**src/sv/bal_pkg.sv**
```systemverilog
// Package for the bounded array list: field widths, opcodes, status codes, FSM states.
package bal_pkg;

  // Default list depth
  localparam int CAPACITY_DEF = 64;

  // Fixed field widths of the request and result
  localparam int OPCODE_W = 2;
  localparam int POS_W    = 7;
  localparam int VALUE_W  = 32;
  localparam int STATUS_W = 3;
  localparam int FOUND_W  = 6;
  localparam int COUNT_W  = 7;

  // Packed stream widths, rounded up to whole bytes
  localparam int IN_DATA_W  = ((POS_W + VALUE_W + 7) / 8) * 8;
  localparam int OUT_DATA_W = ((STATUS_W + FOUND_W + COUNT_W + 7) / 8) * 8;

  typedef enum logic [OPCODE_W-1:0] {
    OP_INSERT = 2'd0,
    OP_DELETE = 2'd1,
    OP_FIND   = 2'd2,
    OP_CLEAR  = 2'd3
  } opcode_t;

  typedef enum logic [STATUS_W-1:0] {
    STAT_OK        = 3'd0,
    STAT_FULL      = 3'd1,
    STAT_BAD_POS   = 3'd2,
    STAT_EMPTY     = 3'd3,
    STAT_NOT_FOUND = 3'd4
  } status_t;

  typedef enum logic [2:0] {
    FSM_IDLE,
    FSM_START,
    FSM_WALK,
    FSM_FINAL,
    FSM_DONE
  } fsm_state_t;

endpackage

```
**src/sv/bounded_array_list_top.sv**
```systemverilog
// Bounded array list: an ordered list of signed 32-bit values held in one memory.
//
// Each request carries an opcode (insert, delete, find, clear), a position and a
// value, and produces exactly one result with a status, the first matching
// position of a find, and the entry count after the operation. The entries sit in
// a single-port-write, single-port-read memory with a registered read; insert
// and delete move the entries behind the position one slot per cycle, and find
// scans from the start one entry per cycle. The walk reads count - position
// entries for insert, count - position - 1 for delete, and position of the
// match + 1 or the full count for find. Clear, append, removal of the last
// entry and rejected requests skip the walk. The walk closes on the registered
// data of its last read, and an insert then writes the new value from
// FSM_FINAL. The next request is taken in the cycle after the result is loaded,
// and the result is loaded only while no earlier result waits on the receiver.
// One request is in flight at a time. The memory needs no clearing after reset:
// only entries below the count are ever read.
module bounded_array_list_top
  import bal_pkg::*;
#(
  parameter int CAPACITY = CAPACITY_DEF
) (
  input  logic                  clk,
  input  logic                  rst,
  // request stream
  input  logic                  s_axis_tvalid,
  output logic                  s_axis_tready,
  input  logic [IN_DATA_W-1:0]  s_axis_tdata,   // [6:0] position, [38:7] value, [39] zero
  input  logic [OPCODE_W-1:0]   s_axis_tuser,   // [1:0] opcode
  // result stream
  output logic                  m_axis_tvalid,
  input  logic                  m_axis_tready,
  output logic [OUT_DATA_W-1:0] m_axis_tdata    // [2:0] status, [8:3] found_position,
                                                // [15:9] count
);

  localparam int AW   = (CAPACITY > 1) ? $clog2(CAPACITY) : 1;
  localparam int CNTW = $clog2(CAPACITY + 1);
  localparam int CMPW = (CNTW > POS_W) ? CNTW : POS_W;

  // Control and request registers
  fsm_state_t                 state, state_next;
  opcode_t                    op;
  logic [POS_W-1:0]           pos;
  logic signed [VALUE_W-1:0]  val;
  logic [CNTW-1:0]            count, count_next;
  logic [AW-1:0]              rd_addr, rd_addr_next;
  logic                       issuing, issuing_next;
  logic                       pend;
  logic [AW-1:0]              pend_addr;
  status_t                    res_status, res_status_next;
  logic [FOUND_W-1:0]         res_found, res_found_next;

  // Memory
  logic signed [VALUE_W-1:0]  mem [CAPACITY];
  logic signed [VALUE_W-1:0]  rd_data;
  logic                       mem_we;
  logic [AW-1:0]              mem_waddr;
  logic signed [VALUE_W-1:0]  mem_wdata;

  // Derived compares
  logic [CMPW-1:0] pos_ext, cnt_ext;
  logic [AW-1:0]   pos_a, last_a;
  logic            is_full, last_rd, pend_end, hit, walk_done, out_free;

  assign pos_ext  = CMPW'(pos);
  assign cnt_ext  = CMPW'(count);
  assign pos_a    = AW'(pos);
  assign last_a   = AW'(count - CNTW'(1));
  assign is_full  = (count == CNTW'(CAPACITY));
  assign out_free = !m_axis_tvalid || m_axis_tready;

  // Walk end detection: insert walks down to the position, the others up to the top
  assign last_rd   = (op == OP_INSERT) ? (rd_addr == pos_a) : (rd_addr == last_a);
  assign pend_end  = pend && ((op == OP_INSERT) ? (pend_addr == pos_a)
                                                : (pend_addr == last_a));
  assign hit       = pend && (op == OP_FIND) && (rd_data == val);
  assign walk_done = hit || pend_end;

  assign s_axis_tready = (state == FSM_IDLE);

  // Next state
  always_comb begin
    state_next = state;
    unique case (state)
      FSM_IDLE: begin
        if (s_axis_tvalid) state_next = FSM_START;
      end
      FSM_START: begin
        state_next = FSM_DONE;
        case (op)
          OP_INSERT: begin
            if (!is_full && pos_ext < cnt_ext) state_next = FSM_WALK;
          end
          OP_DELETE: begin
            if (pos_ext < cnt_ext && pos_a != last_a) state_next = FSM_WALK;
          end
          OP_FIND: begin
            if (count != '0) state_next = FSM_WALK;
          end
          default: state_next = FSM_DONE;
        endcase
      end
      FSM_WALK: begin
        if (walk_done) state_next = (op == OP_INSERT) ? FSM_FINAL : FSM_DONE;
      end
      FSM_FINAL: state_next = FSM_DONE;
      FSM_DONE: begin
        if (out_free) state_next = FSM_IDLE;
      end
      default: state_next = FSM_IDLE;
    endcase
  end

  // Datapath control and memory port
  always_comb begin
    count_next      = count;
    rd_addr_next    = rd_addr;
    issuing_next    = issuing;
    res_status_next = res_status;
    res_found_next  = res_found;
    mem_we          = 1'b0;
    mem_waddr       = pos_a;
    mem_wdata       = val;
    unique case (state)
      FSM_IDLE: ;
      FSM_START: begin
        res_status_next = STAT_OK;
        res_found_next  = '0;
        issuing_next    = 1'b0;
        case (op)
          OP_INSERT: begin
            if (is_full) begin
              res_status_next = STAT_FULL;
            end else if (pos_ext > cnt_ext) begin
              res_status_next = STAT_BAD_POS;
            end else if (pos_ext == cnt_ext) begin
              // append: no entries to move
              mem_we     = 1'b1;
              count_next = count + CNTW'(1);
            end else begin
              rd_addr_next = last_a;
              issuing_next = 1'b1;
            end
          end
          OP_DELETE: begin
            if (pos_ext >= cnt_ext) begin
              res_status_next = STAT_BAD_POS;
            end else if (pos_a == last_a) begin
              count_next = count - CNTW'(1);
            end else begin
              rd_addr_next = pos_a + AW'(1);
              issuing_next = 1'b1;
            end
          end
          OP_FIND: begin
            if (count == '0) begin
              res_status_next = STAT_EMPTY;
            end else begin
              rd_addr_next = '0;
              issuing_next = 1'b1;
            end
          end
          default: count_next = '0;
        endcase
      end
      FSM_WALK: begin
        // issue the next read
        if (issuing) begin
          if (last_rd) issuing_next = 1'b0;
          else if (op == OP_INSERT) rd_addr_next = rd_addr - AW'(1);
          else rd_addr_next = rd_addr + AW'(1);
        end
        // write back the entry read last cycle, one slot over
        if (pend && op != OP_FIND) begin
          mem_we    = 1'b1;
          mem_wdata = rd_data;
          mem_waddr = (op == OP_INSERT) ? pend_addr + AW'(1) : pend_addr - AW'(1);
        end
        if (hit) begin
          res_found_next = FOUND_W'(pend_addr);
        end else if (pend_end) begin
          if (op == OP_FIND) res_status_next = STAT_NOT_FOUND;
          else if (op == OP_DELETE) count_next = count - CNTW'(1);
        end
      end
      FSM_FINAL: begin
        // drop the new value into the opened slot
        mem_we     = 1'b1;
        count_next = count + CNTW'(1);
      end
      FSM_DONE: ;
      default: ;
    endcase
  end

  // State and control registers
  always_ff @(posedge clk) begin
    if (rst) begin
      state         <= FSM_IDLE;
      count         <= '0;
      issuing       <= 1'b0;
      pend          <= 1'b0;
      m_axis_tvalid <= 1'b0;
    end else begin
      state   <= state_next;
      count   <= count_next;
      issuing <= issuing_next;
      pend    <= (state == FSM_WALK) && issuing;
      if (state == FSM_DONE && out_free) m_axis_tvalid <= 1'b1;
      else if (m_axis_tready) m_axis_tvalid <= 1'b0;
    end
  end

  // Payload registers
  always_ff @(posedge clk) begin
    if (state == FSM_IDLE && s_axis_tvalid) begin
      op  <= opcode_t'(s_axis_tuser);
      pos <= s_axis_tdata[POS_W-1:0];
      val <= s_axis_tdata[POS_W +: VALUE_W];
    end
    rd_addr    <= rd_addr_next;
    pend_addr  <= rd_addr;
    res_status <= res_status_next;
    res_found  <= res_found_next;
    if (state == FSM_DONE && out_free) begin
      m_axis_tdata <= OUT_DATA_W'({COUNT_W'(count), res_found, res_status});
    end
  end

  // Entry memory: one write, one registered read per cycle
  always_ff @(posedge clk) begin
    if (mem_we) mem[mem_waddr] <= mem_wdata;
    rd_data <= mem[rd_addr];
  end

  // The count never passes the capacity
  a_count_bound: assert property (@(posedge clk) disable iff (rst)
    count <= CNTW'(CAPACITY))
    else $error("entry count above capacity");

  // Every memory write lands inside the list or one past its end
  a_write_in_list: assert property (@(posedge clk) disable iff (rst)
    mem_we |-> (CNTW'(mem_waddr) <= count))
    else $error("memory write outside the list");

  // An accepted request leaves the count alone during its first cycle
  a_count_hold: assert property (@(posedge clk) disable iff (rst)
    (s_axis_tvalid && s_axis_tready) |=> $stable(count))
    else $error("count changed before request decode");

  // A walk write only follows a read issued the cycle before
  a_walk_write: assert property (@(posedge clk) disable iff (rst)
    (state == FSM_WALK && mem_we) |-> ($past(issuing) && $past(state) == FSM_WALK))
    else $error("walk write without a pending read");

endmodule
```
**config.mk**
```make
export PLATFORM = sky130hd
export DESIGN_NAME = bounded_array_list_top
export DESIGN_NICKNAME = d
export VERILOG_FILES = /design/src/sv/bal_pkg.sv /design/src/sv/bounded_array_list_top.sv
export SDC_FILE = /design/constraint.sdc
export NUM_CORES = 2
export LEC_CHECK = 0
export BUFFER_PORTS_ARGS = -buffer_cell sky130_fd_sc_hd__buf_2
export CORE_MARGIN = 2
export CORE_UTILIZATION = 23
export CTS_CLUSTER_SIZE = 20
export DETAILED_ROUTE_END_ITERATION = 12
export PLACE_DENSITY_LB_ADDON = 0.25
export SKIP_LAST_GASP = 1
export SLEW_MARGIN = 15
export SYNTH_ARGS = -nofsm -noshare
export SYNTH_HDL_FRONTEND = slang
export SYNTH_SLANG_ARGS = --single-unit
```
**constraint.sdc**
```tcl
create_clock -name clk -period 10.45 [get_ports clk]
set_clock_uncertainty 0.2 [all_clocks]
set_input_delay 1.5675 -clock clk [delete_from_list [all_inputs] [get_ports clk]]
set_output_delay 1.5675 -clock clk [all_outputs]
set_load 0.01 [all_outputs]
```
==> flow_summary_export.csv <==
group,metric,value,unit
cells_and_area,area_growth,16.8,%
clock_network,cts-root-buf,"clkbuf_16",
global_routing,grt_pass1_vias,40300,
timing,layout_setup_ws,5.19,ns
logic_synthesis,ys_seq_elements,2171,
placement,dpl_worst_slack,5.21,ns
cells_and_area,n_fill_cell,35900,
clock_network,max-clock-path-buffers,3,
floorplanning,die_area,0.370,mm2
global_routing,antenna_found_initial,17,
cells_and_area,drive_above_1_share,31.0,%
logic_synthesis,synth_edf_count,2120,
drt,drc,0,
power,p_per_area,185,mW/mm2
placement,gp_congestion,0.769,
logic_synthesis,yosysSeqAreaShare,77.0,%
logic_synthesis,synth_common_cells,"edfxtp_1, mux4_2, nand2_1",
timing,maxSlewHeadroom,23.5,%
setup_path,endpoint_kind,"register",
run_status,status,"completed",
floorplanning,ios,64,
timing,tns,0,ns
timing,finalHoldViolCount,0,
cells_and_area,fin_util,27.0,%
drt,dr.first_iter.drc_count,3557,
logic_synthesis,synth_compound_area_share,1.16,%
power,internal_power,14.3,mW
drt,avgViaCountPerCell,4.37,
floorplanning,start_util,23.1,%
clock_network,cts-hold-fix-buffers,0,
clock_network,cts_setup_buffers,0,
logic_synthesis,synth.area.top_cells,"edfxtp_1, mux4_2, dfxtp_1",
setup_path,crit_slowest_cell,"nor2_4",
placement,dp.cells,8422,
power,pwr-share-seq,53.4,%
timing,rsz0062_at_grt,"false",
clock_network,cts_tree,"built",
logic_synthesis,synthAdderAreaFrac,0.390,%
logic_synthesis,synth.most_common_cell,"edfxtp_1",
power,ir_worst_vdd,167,uV
drt,dr_total_vias,38700,
global_routing,grt_pass1_wl,308,mm
clock_network,post_cts_resized,0,
placement,dpl.hpwl,120,mm
timing,min_period_over_period,50.4,%
power,pwr-share-comb,4.6,%
clock_network,insertion_delay,0.85,ns
logic_synthesis,synth_cells,3636,
logic_synthesis,synthArstFlopShare,0,%
flow_run,max_cap_viol_count,0,
power,p_sw,3.91,mW
clock_network,cts.sinks,2171,
worst_hold_path,min_path_type,"register to register",
floorplanning,die_x,608,um
logic_synthesis,synth_ff_type,"edfxtp_1",
placement,io_buffers,62,
drt,drt_wl_total,218,mm
logic_synthesis,synth.cell_area,0.0840,mm2
setup_path,critical_path_class,"register to register",
timing,setup_viol,0,
setup_path,worstPathArrival,5.53,ns
drt,post_drt_wl_per_cell,24.6,um
logic_synthesis,synth_top_family_by_area,"multiplexers",
logic_synthesis,muxShareOfSynthArea,17.8,%
timing,worstMarginPinSlew,1.15,ns
setup_path,worstPathCellList,"inv_1, ha_1, buf_4, inv_2, ha_1, a21o_1, a21oi_1, xnor2_1, inv_1, o31ai_1, nand2_1, nor2_4, buf_4",
timing,min_period,5.26,ns
timing,clock.fmax,190,MHz
logic_synthesis,synthSimpleGateAreaFrac,1.83,%
setup_path,critPathMaxStageDelay,0.75,ns
global_routing,grt_max_degree,113,
logic_synthesis,synth_largest_area_cell,"edfxtp_1",
power,swShare,21.5,%
cells_and_area,final_cells,8852,
timing,finalMaxSlewViolations,0,
logic_synthesis,synthesis.nets,3707,
power,power.total,18.2,mW
global_routing,grt.overflow.total,0,
cells_and_area,nNetsFinal,3927,
floorplanning,core-area,0.363,mm2
clock_network,clkSlewWorstSetupHoldPaths,0.06,ns
logic_synthesis,synth.avg_cell_area,23.1,um2
clock_network,htreeDepth,4,
setup_path,worstPathMaxFanout,26,
logic_synthesis,ys.warnings.count,0,
setup_path,crit_path_start_kind,"register",
logic_synthesis,synthXorXnorAreaFrac,0.731,%
power,p_leak,29.5,nW
power,clock_power_share,42.0,%
drt,dr.pass1.iters,5,
drt,drt.antenna.violating_nets,0,
global_routing,grt.total_usage,11.6,%
floorplanning,rows,221,
floorplanning,die_height,608,um
clock_network,numCtsBuffers,226,
logic_synthesis,ys_types,66,
logic_synthesis,yosys.area.top_type_share,75.8,%
setup_path,crit_required,10.72,ns
==> cells in the final DEF, fill, tap and decap left out, drive strengths merged, types with 15 or more instances in the layout <==
| cell | n |
|---|---|
| o21ai | 21 |
| nand4 | 15 |
| xnor2 | 48 |
| a21oi | 45 |
| nand2 | 135 |
| inv | 35 |
| xor2 | 17 |
| and2 | 19 |
| dfxtp | 51 |
| edfxtp | 2120 |
| clkbuf | 293 |
| ha | 23 |
| buf | 177 |
| a211oi | 19 |
| nor2 | 99 |
| clkinv | 110 |
| mux2i | 20 |
| mux4 | 654 |
==> worst max-delay path: cells and delay by family (launching register included) <==
family	cells	cell delay, ns
and+or+nand+nor	2	1.32
buffers and inverters	5	1.29
AOI/OAI and AO/OA	3	0.91
adders and majority gates	2	0.46
DFF	1	0.43
xor gates and xnor gates	1	0.23
==> layer usage <==
metal / track usage, % / share of wire [%] / vias to the layer above
li1: - / - / 16000
met1: 16.6 / 47 / 21500
met2: 18.2 / 46 / 951
met3: 2.22 / 5.4 / 270
met4: 2.54 / 1.7 / 0
met5: 0 / 0 / -
==> kinds of logic (layout without fill, tap and decap cells) <==
kind of cell,Yosys count,count (layout)
AOI/OAI and AO/OA,148,148
xor gates and xnor gates,67,67
adders and majority gates,25,25
buffers and inverters,211,628
DFF,2171,2171
muxes,675,675
other,0,5
and+or+nand+nor,339,339
==> final timing paths <==
kind | start | to | slack [ns] | cells past startpoint
worst min register to register | res_status[1] | m_axis_tdata[1] | 0.22 | 0
worst min-delay path | res_status[1] | m_axis_tdata[1] | 0.22 | 0
worst max register to register | op[0] | mem[11][7] | 5.19 | 13
worst max-delay path | op[0] | mem[11][7] | 5.19 | 13
==> state kept, by name, indices dropped and copies added (netlist names), 6 cells and up <==
signal,flops
pend_addr,6
res_found,6
rd_data,32
mem,2048
rd_addr,6
m_axis_tdata,16
val,32
cnt_ext,7
pos,7
==> stage by stage <==
step | cell area (um2) | hold WS [ns]
after floorplan | 84000 | 0.146
after global placement | 91000 | 0.203
after detailed placement | 91000 | 0.207
after CTS | 98000 | 0.220
after global routing | 98100 | 0.237
final | 98100 | 0.215
==> cell type report <==
| class | count | area [um2] | share of cell area [%] |
|---|---|---|---|
| clock inverters | 132 | 957 | 0.976 |
| inverters | 26 | 97.6 | 0.0995 |
| repair buffers | 177 | 1270 | 1.30 |
| flip-flops and latches | 2171 | 64700 | 65.9 |
| diodes | 5 | 12.5 | 0.0128 |
| well taps | 4794 | 6000 | 6.11 |
| clock buffers | 293 | 6020 | 6.14 |
| multi-input cells | 1254 | 19100 | 19.4 |
==> power groups by stage <==
stage / clock network, mW / registers (mW) / logic (mW)
4_1_cts: 7.86 / 9.70 / 0.844
5_1_grt: 8.18 / 9.70 / 0.905
3_3_place_gp: 0 / 9.88 / 0.829
6_report: 7.63 / 9.70 / 0.833
2_1_floorplan: 0 / 9.86 / 0.525
3_5_place_dp: 0 / 9.88 / 0.843
Power figures use the tool's default switching activity.
